## config.mk

```make
export PLATFORM = sky130hd
export DESIGN_NAME = gcd_unit
export DESIGN_NICKNAME = d
export VERILOG_FILES = /design/src/design/gcd_pkg.sv /design/src/design/gcd_unit.sv /design/src/design/gcd_dpath.sv /design/src/design/gcd_ctrl.sv
export VERILOG_INCLUDE_DIRS = /design/src /design/src/design
export SDC_FILE = /design/constraint.sdc
export NUM_CORES = 1
export LEC_CHECK = 0
export BUFFER_PORTS_ARGS = -buffer_cell sky130_fd_sc_hd__clkbuf_2
export CAP_MARGIN = 20
export CORE_UTILIZATION = 35
export CTS_CLUSTER_SIZE = 25
export DETAILED_ROUTE_END_ITERATION = 12
export PLACE_DENSITY = 0.62
export SLEW_MARGIN = 20
export SYNTH_ARGS = -nofsm -noshare
export SYNTH_HDL_FRONTEND = slang
export SYNTH_SLANG_ARGS = --single-unit
```

## constraint.sdc

```tcl
create_clock -name clock -period 20.2 [get_ports clock]
set_clock_uncertainty 0.1 [all_clocks]
set_input_delay 1.01 -clock clock [delete_from_list [all_inputs] [get_ports clock]]
set_output_delay 1.01 -clock clock [all_outputs]
set_load 0.01 [all_outputs]
```

## src/design/assert_macros.svh

```systemverilog
// Assertion macros used by gcd_ctrl. Synthesis builds define SYNTH,
// which turns every macro into nothing.
`ifndef ASSERT_MACROS_SVH
`define ASSERT_MACROS_SVH

`ifndef SYNTH

`define ASSERT_SAME(lbl, clk, rst, ante, cons) \
   lbl: assert property (@(posedge clk) disable iff (rst) (ante) |-> (cons)) \
      else $error("same-cycle check failed");

`define ASSERT_NEXT(lbl, clk, rst, ante, cons) \
   lbl: assert property (@(posedge clk) disable iff (rst) (ante) |=> (cons)) \
      else $error("next-cycle check failed");

`else

`define ASSERT_SAME(lbl, clk, rst, ante, cons)
`define ASSERT_NEXT(lbl, clk, rst, ante, cons)

`endif

`endif

```

## src/design/gcd_pkg.sv

```systemverilog
package gcd_pkg;

   typedef enum logic {
      GCD_IDLE,
      GCD_RUN
   } gcd_state_type;

   typedef struct packed {
      logic load;
      logic step;
      logic store;
   } gcd_cmd_type;

   typedef struct packed {
      logic done;
   } gcd_status_type;

endpackage

```

## src/design/gcd_unit.sv

```systemverilog
// Greatest common divisor of two unsigned WIDTH-bit operands.
// The request channel carries one word of two operands, req_a_value and
// req_b_value, taken at a clock edge with req_valid high and req_stall low.
// The response channel returns one word, rsp_divisor, for each request,
// in order; it is taken when rsp_valid is high and rsp_stall is low.
// If one operand is zero the divisor is the other one, so two zeros give zero.
// The datapath runs binary gcd, one halving or subtract-and-halve step per
// cycle through a single WIDTH-bit compare and subtract. A word is loaded,
// stepped until one operand is zero, and then its result is registered;
// small operands or operands that share low zero bits take fewer steps.
// One request is worked on at a time; req_stall is high while it runs.
// The result sits in an output register, so a new request is accepted while
// the previous divisor still waits on a stalled response channel. If the
// receiver is still stalling when the next result is ready, the unit holds it
// and keeps req_stall high until the output register frees up.
// Synchronous reset returns the unit to idle with no response pending.
module gcd_unit #(
   parameter int WIDTH = 64
) (
   input  logic             clock,
   input  logic             reset,
   input  logic             req_valid,
   output logic             req_stall,
   input  logic [WIDTH-1:0] req_a_value,
   input  logic [WIDTH-1:0] req_b_value,
   output logic             rsp_valid,
   input  logic             rsp_stall,
   output logic [WIDTH-1:0] rsp_divisor
);
   import gcd_pkg::*;

   gcd_cmd_type    cmd;
   gcd_status_type status;

   gcd_ctrl u_ctrl (
      .clock     (clock),
      .reset     (reset),
      .req_valid (req_valid),
      .req_stall (req_stall),
      .rsp_valid (rsp_valid),
      .rsp_stall (rsp_stall),
      .status    (status),
      .cmd       (cmd)
   );

   gcd_dpath #(
      .WIDTH (WIDTH)
   ) u_dpath (
      .clock       (clock),
      .cmd         (cmd),
      .status      (status),
      .req_a_value (req_a_value),
      .req_b_value (req_b_value),
      .rsp_divisor (rsp_divisor)
   );

endmodule

```

## src/design/gcd_dpath.sv

```systemverilog
module gcd_dpath #(
   parameter int WIDTH = 64
) (
   input  logic                    clock,
   input  gcd_pkg::gcd_cmd_type    cmd,
   output gcd_pkg::gcd_status_type status,
   input  logic [WIDTH-1:0]        req_a_value,
   input  logic [WIDTH-1:0]        req_b_value,
   output logic [WIDTH-1:0]        rsp_divisor
);
   import gcd_pkg::*;

   localparam int KW = $clog2(WIDTH);

   logic [WIDTH-1:0] a_ff, a_in;
   logic [WIDTH-1:0] b_ff, b_in;
   logic [KW-1:0]    k_ff, k_in;
   logic [WIDTH-1:0] divisor_ff, divisor_in;
   logic [WIDTH-1:0] big, little, diff;
   logic             a_ge_b;

   // Binary gcd: strip common factors of two into k, strip lone factors of
   // two, and replace the larger odd operand by half the difference.
   always_comb begin
      a_ge_b = a_ff >= b_ff;
      big    = a_ge_b ? a_ff : b_ff;
      little = a_ge_b ? b_ff : a_ff;
      diff   = big - little;

      a_in       = a_ff;
      b_in       = b_ff;
      k_in       = k_ff;
      divisor_in = divisor_ff;

      if (cmd.load) begin
         a_in = req_a_value;
         b_in = req_b_value;
         k_in = '0;
      end else if (cmd.step) begin
         priority if (!a_ff[0] && !b_ff[0]) begin
            a_in = a_ff >> 1;
            b_in = b_ff >> 1;
            k_in = k_ff + 1'b1;
         end else if (!a_ff[0]) begin
            a_in = a_ff >> 1;
         end else if (!b_ff[0]) begin
            b_in = b_ff >> 1;
         end else if (a_ge_b) begin
            a_in = diff >> 1;
         end else begin
            b_in = diff >> 1;
         end
      end

      if (cmd.store) begin
         divisor_in = (a_ff | b_ff) << k_ff;
      end
   end

   always_ff @(posedge clock) begin
      a_ff       <= a_in;
      b_ff       <= b_in;
      k_ff       <= k_in;
      divisor_ff <= divisor_in;
   end

   assign status.done = (a_ff == '0) || (b_ff == '0);
   assign rsp_divisor = divisor_ff;

endmodule

```

## src/design/gcd_ctrl.sv

```systemverilog
`include "assert_macros.svh"

module gcd_ctrl (
   input  logic                    clock,
   input  logic                    reset,
   input  logic                    req_valid,
   output logic                    req_stall,
   output logic                    rsp_valid,
   input  logic                    rsp_stall,
   input  gcd_pkg::gcd_status_type status,
   output gcd_pkg::gcd_cmd_type    cmd
);
   import gcd_pkg::*;

   gcd_state_type state_ff, state_in;
   logic          rsp_valid_ff, rsp_valid_in;
   logic          out_free;

   always_ff @(posedge clock) begin
      if (reset) begin
         state_ff     <= GCD_IDLE;
         rsp_valid_ff <= 1'b0;
      end else begin
         state_ff     <= state_in;
         rsp_valid_ff <= rsp_valid_in;
      end
   end

   always_comb begin
      out_free     = !rsp_valid_ff || !rsp_stall;
      state_in     = state_ff;
      cmd          = '0;
      req_stall    = 1'b1;
      rsp_valid_in = rsp_valid_ff && rsp_stall;

      unique case (state_ff)
         GCD_IDLE: begin
            req_stall = 1'b0;
            if (req_valid) begin
               cmd.load = 1'b1;
               state_in = GCD_RUN;
            end
         end
         GCD_RUN: begin
            if (!status.done) begin
               cmd.step = 1'b1;
            end else if (out_free) begin
               cmd.store    = 1'b1;
               rsp_valid_in = 1'b1;
               state_in     = GCD_IDLE;
            end
         end
         default: begin
            state_in = GCD_IDLE;
         end
      endcase
   end

   assign rsp_valid = rsp_valid_ff;

   `ASSERT_SAME(a_store_when_done, clock, reset, cmd.store, status.done)
   `ASSERT_SAME(a_store_needs_room, clock, reset, cmd.store, !(rsp_valid_ff && rsp_stall))
   `ASSERT_NEXT(a_accept_starts_run, clock, reset, req_valid && !req_stall,
                state_ff == GCD_RUN)
   `ASSERT_NEXT(a_store_shows_word, clock, reset, cmd.store, rsp_valid_ff)

endmodule

```

==> impl_metrics.env, run 1 <==
export IMPL_syn_to_final_growth_pct=10.3
export IMPL_max_slew_margin_pct=20.1
export IMPL_busiest_layer="met2"
export IMPL_dieArea_um2=59200
export IMPL_fin_util_pct=39.0
export IMPL_leakage_nw=8.81
export IMPL_fin_tns_setup_ns=0
export IMPL_clock_latency_ns=0.53
export IMPL_hpwlAfterDp_um=69300
export IMPL_grt_overflow=0
export IMPL_post_cts_resized=0
export IMPL_arrival_ns=7.96
export IMPL_n_fill_cell=5856
export IMPL_use_met2_pct=45.2
export IMPL_ys_seq_area_share_pct=29.1
export IMPL_ys_top_cells_by_area="edfxtp_1, ha_1, mux2i_1, nor2_1, mux4_2"
export IMPL_ir_drop_mv=0.0906
export IMPL_drc=0
export IMPL_dr_pass1_iters=8
export IMPL_final_common_cell="nor2_1"
export IMPL_power_density_nw_per_um2=136
export IMPL_setup_viol=0
export IMPL_netlist_area_leader_share_pct=28.3
export IMPL_hold_viol=0
export IMPL_instances_no_fill=3289
export IMPL_grt_use_total_pct=29.0
export IMPL_clk_pin_slew_worst_paths_ns=0.09
export IMPL_wl_per_cell_um=26.8
export IMPL_async_reset_ff_share_pct=0
export IMPL_h_tree_depth=4
export IMPL_crit_chain="inv_1, ha_1, inv_1, a221oi_1, o21bai_1, or4_1, or2_0, o21ai_4, buf_4, mux2i_1, o31ai_1, a31oi_1, o21ai_1, a31oi_1, a31o_2, a21o_1, a311oi_1, o21ai_0"
export IMPL_cts_tree="yes"
export IMPL_required_ns=20.33
export IMPL_comb_power_share_pct=65.0
export IMPL_initial_core_util_pct=35.4
export IMPL_yosysTopAreaCell="edfxtp_1"
export IMPL_postCtsSetupBuffers=0
export IMPL_cts_buffers=17
export IMPL_start_kind="flip-flop"
export IMPL_yosysWarnings=0
export IMPL_synthMuxAreaShare_pct=14.4
export IMPL_cp_top_family="compound AO/OA/AOI/OAI gates"
export IMPL_synth_seq_cells=200
export IMPL_grt_max_degree=209
export IMPL_hold_ws_ns=0.420
export IMPL_core_area_um2=57600
export IMPL_synth_simple_area_share_pct=17.8
export IMPL_max_stage_delay_ns=0.92
export IMPL_timing_worst_slew_pin_value_ns=1.20
export IMPL_numPortBuffers=197
export IMPL_grt_use_met3_pct=5.06
export IMPL_synth_distinct_cells=93
export IMPL_rsz0062_at_grt="false"
export IMPL_vias=20000
export IMPL_antenna_found_initial=1
export IMPL_ant_nets=0
export IMPL_syn_nets=2682
export IMPL_die_x_um=243
export IMPL_place_congestion=1.04
export IMPL_met1_usage_pct=39.4
export IMPL_period_needed_ns=7.82
export IMPL_synth_edff_count=192
export IMPL_cap_violations=0
export IMPL_p_sw_share_pct=53.0
export IMPL_synth_flop_cell="edfxtp_1"
export IMPL_syn_area_um2=20400
export IMPL_grt_pass1_vias=18500
export IMPL_multi_input_area_um2=13200
export IMPL_final_cell_mix="nor2_1, nand2_1, o21ai_0"
export IMPL_slowest_stage="o21ai_4"
export IMPL_numClockSinks=200
export IMPL_layout_nets=2769
export IMPL_critical_path_peak_fanout=40
export IMPL_cp_end_kind="flip-flop"
export IMPL_cts_buffer_depth=2
export IMPL_synthCells=2420
export IMPL_min_path_type="reg2reg"
export IMPL_path_buf_inv=3
export IMPL_p_int_mw=1.43
export IMPL_drt_wl_total_um=88200
export IMPL_power_switching_mw=1.62
export IMPL_synth_top_family_by_area="compound AO/OA/AOI/OAI gates"
export IMPL_synth_adder_area_share_pct=7.99
export IMPL_fin_crit_sh_pct=38.7
export IMPL_seq_power_share_pct=23.1
export IMPL_rows=88
export IMPL_synth_avg_cell_area_um2=8.42
export IMPL_synth_compound_area_share_pct=21.9
export IMPL_place_inst=3253
export IMPL_drt_iter0_drc=2626
export IMPL_drive_gt1_share_pct=16.9
export IMPL_max_freq_mhz=128
export IMPL_drv_slew=0
export IMPL_grt_pass1_wl_um=126000
export IMPL_power_frac_clock_pct=11.9
export IMPL_holdBufCountCts=0
export IMPL_ioPinCount=198
export IMPL_vias_per_cell=6.07
export IMPL_synth_xor_area_share_pct=2.37
export IMPL_critPathKind="reg2reg"
export IMPL_regArea_um2=5930
export IMPL_cts_root_buf="clkbuf_16"
export IMPL_status="completed"
export IMPL_die_y_um=243
[power groups by stage]
stage | registers (mW) | logic (mW) | clock network [mW]
global placement | 0.708 | 1.93 | 0
CTS | 0.699 | 1.93 | 0.368
floorplan | 0.636 | 1.36 | 0
detailed placement | 0.709 | 1.92 | 0
global route | 0.707 | 2.11 | 0.377
finish | 0.705 | 1.99 | 0.362
[final cells by class]
type	count	share of cell area (%)
multi-input combinational	1902	58.7
clock buffer	18	1.91
inverter	162	2.71
clock inverter	14	0.624
sequential	200	26.4
antenna	4	0.0446
timing repair buffer	224	5.35
tap	765	4.26
[sequential cells by signal, indices dropped and copies added, names as in the netlist]
signal and count:
u_ctrl.state_ff 1, u_dpath.k_ff 6, u_ctrl.rsp_valid 1, u_dpath.a_ff 64, u_dpath.rsp_divisor 64, u_dpath.b_ff 64
[final timing paths]
check	startpoint	to	slack (ns)	cells after the start
worst max register to register	u_dpath.b_ff[46]	u_dpath.a_ff[61]	12.38	18
worst min register to register	u_ctrl.rsp_valid	u_ctrl.rsp_valid	0.42	2
worst max-delay path	u_dpath.b_ff[46]	u_dpath.a_ff[61]	12.38	18
worst min-delay path	u_ctrl.rsp_valid	u_ctrl.rsp_valid	0.42	2
[routing by layer]
layer / share of wire (%) / routed length [um] / vias to the layer above
met5: 0 / 0 / -
met4: 4.0 / 3540 / 0
met3: 8.1 / 7150 / 160
met2: 44 / 39200 / 1068
met1: 43 / 38400 / 9680
li1: - / - / 9062
[synthesized netlist by cell type (all sizes together), types with 14 or more instances]
library cell  number
xnor2             41
ha               130
xor2              14
nor2b             22
nand3             28
a21boi            17
o21ai            233
edfxtp           192
nand4             15
nor2             308
a211oi            19
mux4              49
a221oi            17
o31ai             24
a21oi            161
o211ai            18
nand2            240
a21o              16
inv              161
a22oi             26
mux2i            118
o21a              37
nor4              65
nor3              42
buf               46
clkbuf           110
o221ai            21
mux2              56
or2               23
[worst register-to-register path, stage by stage, from the launching register on]
cell	delay, ns
edfxtp_1	0.59
inv_1	0.15
ha_1	0.51
inv_1	0.13
a221oi_1	0.28
o21bai_1	0.12
or4_1	0.72
or2_0	0.48
o21ai_4	0.92
buf_4	0.71
mux2i_1	0.26
o31ai_1	0.42
a31oi_1	0.19
o21ai_1	0.36
a31oi_1	0.38
a31o_2	0.40
a21o_1	0.21
a311oi_1	0.45
o21ai_0	0.16
[cell families (layout without fill, tap and decap cells)]
family,Yosys count,after routing
compound gates,692,692
xor+xnor,55,55
fa+ha+maj,130,130
buf+inv,318,418
flops,200,200
mux,223,223
other cells,0,4
simple gates,802,802
[through the flow]
step                cell area [um^2]  worst slack (ns)  power (mW)
floorplan                      20400             11.86        1.99
global placement               21900             12.73        2.64
detailed placement             21900             12.58        2.63
CTS                            22500             12.55        3.00
global route                   22500             12.22        3.20
finish                         22500             12.38        3.05
Note: power is estimated with default switching activity, not from simulation.
==> run 2, diff against run 1 <==
--- a/config.mk
+++ b/config.mk
@@ -11,7 +11,7 @@
 export CORE_UTILIZATION = 35
 export CTS_CLUSTER_SIZE = 25
 export DETAILED_ROUTE_END_ITERATION = 12
-export PLACE_DENSITY = 0.62
+export PLACE_DENSITY = 0.64
 export SLEW_MARGIN = 20
 export SYNTH_ARGS = -nofsm -noshare
 export SYNTH_HDL_FRONTEND = slang
==> constraint.sdc (replaced) <==
create_clock -name clock -period 6.3 [get_ports clock]
set_clock_uncertainty 0.1 [all_clocks]
set_input_delay 0.315 -clock clock [delete_from_list [all_inputs] [get_ports clock]]
set_output_delay 0.315 -clock clock [all_outputs]
set_load 0.01 [all_outputs]
==> impl_metrics.env, run 2 (same netlist as run 1, synthesis figures left out) <==
export IMPL_cts_tree="yes"
export IMPL_hpwlAfterDp_um=70700
export IMPL_dieArea_um2=59200
export IMPL_drc=0
export IMPL_final_cell_mix="nor2_1, nand2_1, o21ai_0"
export IMPL_min_path_type="in2reg"
export IMPL_start_kind="flip-flop"
export IMPL_grt_pass1_vias=20200
export IMPL_antenna_found_initial=3
export IMPL_die_x_um=243
export IMPL_grt_overflow=0
export IMPL_grt_use_total_pct=29.8
export IMPL_initial_core_util_pct=35.4
export IMPL_ant_nets=0
export IMPL_rows=88
export IMPL_clock_latency_ns=0.52
export IMPL_leakage_nw=10.0
export IMPL_grt_max_degree=209
export IMPL_drv_slew=0
export IMPL_timing_worst_slew_pin_value_ns=1.05
export IMPL_drive_gt1_share_pct=22.4
export IMPL_final_common_cell="nor2_1"
export IMPL_ioPinCount=198
export IMPL_layout_nets=3029
export IMPL_core_area_um2=57600
export IMPL_numPortBuffers=197
export IMPL_setup_viol=0
export IMPL_die_y_um=243
export IMPL_drt_wl_total_um=89500
export IMPL_cp_end_kind="flip-flop"
export IMPL_power_density_nw_per_um2=437
export IMPL_fin_tns_setup_ns=0
export IMPL_cts_buffer_depth=2
export IMPL_grt_pass1_wl_um=131000
export IMPL_arrival_ns=6.27
export IMPL_drt_iter0_drc=2511
export IMPL_numClockSinks=200
export IMPL_place_inst=3446
export IMPL_place_congestion=1.03
export IMPL_vias_per_cell=5.91
export IMPL_max_freq_mhz=163
export IMPL_instances_no_fill=3547
export IMPL_period_needed_ns=6.13
export IMPL_cts_root_buf="clkbuf_16"
export IMPL_n_fill_cell=5703
export IMPL_rsz0062_at_grt="false"
export IMPL_status="completed"
export IMPL_vias=21000
export IMPL_critical_path_peak_fanout=6
export IMPL_ir_drop_mv=0.278
export IMPL_clk_pin_slew_worst_paths_ns=0.09
export IMPL_cts_buffers=17
export IMPL_fin_crit_sh_pct=97.4
export IMPL_h_tree_depth=4
export IMPL_cap_violations=0
export IMPL_syn_to_final_growth_pct=21.2
export IMPL_hold_viol=0
export IMPL_max_slew_margin_pct=29.2
export IMPL_required_ns=6.43
export IMPL_r2r_slack_ns=0.17
export IMPL_wl_per_cell_um=25.2
export IMPL_dr_pass1_iters=6
export IMPL_critPathKind="reg2reg"
-- run 2: worst paths after layout --
check	depth (start not counted)	to	from
worst min-delay path	3	u_dpath.a_ff[11]	req_a_value[11]
worst min register to register	2	u_ctrl.state_ff	u_ctrl.state_ff
worst max register to register	20	u_dpath.b_ff[61]	u_dpath.b_ff[43]
worst max-delay path	20	u_dpath.b_ff[61]	u_dpath.b_ff[43]
-- run 2: area by class of cell --
| class | instances | area (um^2) | area share (%) |
|---|---|---|---|
| tap | 765 | 957 | 3.88 |
| timing repair buffer | 484 | 3390 | 13.8 |
| clock inverter | 13 | 135 | 0.548 |
| multi-input combinational | 1902 | 13200 | 53.5 |
| inverter | 162 | 608 | 2.46 |
| clock buffer | 19 | 443 | 1.79 |
| sequential | 200 | 5930 | 24.0 |
| antenna | 2 | 5.00 | 0.0203 |
-- run 2: critical path: stages, from the launching register on --
cell	delay [ns]
edfxtp_1	0.60
inv_1	0.16
ha_1	0.45
inv_1	0.12
a21oi_1	0.20
a21oi_1	0.13
or4_1	0.71
or2_0	0.32
o21ai_4	0.28
buf_12	0.14
mux2i_1	0.08
buf_4	0.15
o31ai_1	0.39
a31oi_1	0.24
o21ai_2	0.31
a31oi_1	0.18
buf_4	0.20
a31o_2	0.28
a21o_1	0.24
a311oi_2	0.39
o21ai_0	0.16
-- run 2: power breakdown --
| group | leakage (nW) | switching [mW] | internal (mW) |
|---|---|---|---|
| Sequential | 1.91 | 0.299 | 1.83 |
| Clock | 0.271 | 0.611 | 0.566 |
| Combinational | 7.86 | 4.46 | 3.02 |
-- run 2: per-stage QoR --
stage | hold slack [ns] | setup slack [ns] | power, mW | utilization (%) | area [um^2]
after detailed placement | 0.409 | 0.0162 | 9.37 | 40.6 | 23400
after global routing | 0.0187 | 0.0161 | 11.3 | 42.8 | 24700
after CTS | 0.00120 | 0.113 | 10.6 | 42.8 | 24600
after floorplan | 0.284 | 0.851 | 6.38 | - | 20400
final | 0.0257 | 0.166 | 10.8 | 42.9 | 24700
after global placement | 0.392 | -0.0988 | 9.37 | 40.6 | 23400
-- run 2: routing by layer --
| metal | global-route usage, % | wire length (um) |
|---|---|---|
| met1 | 40.0 | 38500 |
| met2 | 46.1 | 39300 |
| met3 | 6.35 | 7900 |
| met4 | 12.6 | 3760 |
| met5 | 0 | 27 |
-- run 2: what timing repair did --
item,CTS,global route
endpoints found under the hold margin,65,0
setup buffers,0,1
resized for setup,1,2
hold buffers,66,0
endpoints found under the setup margin,2,8
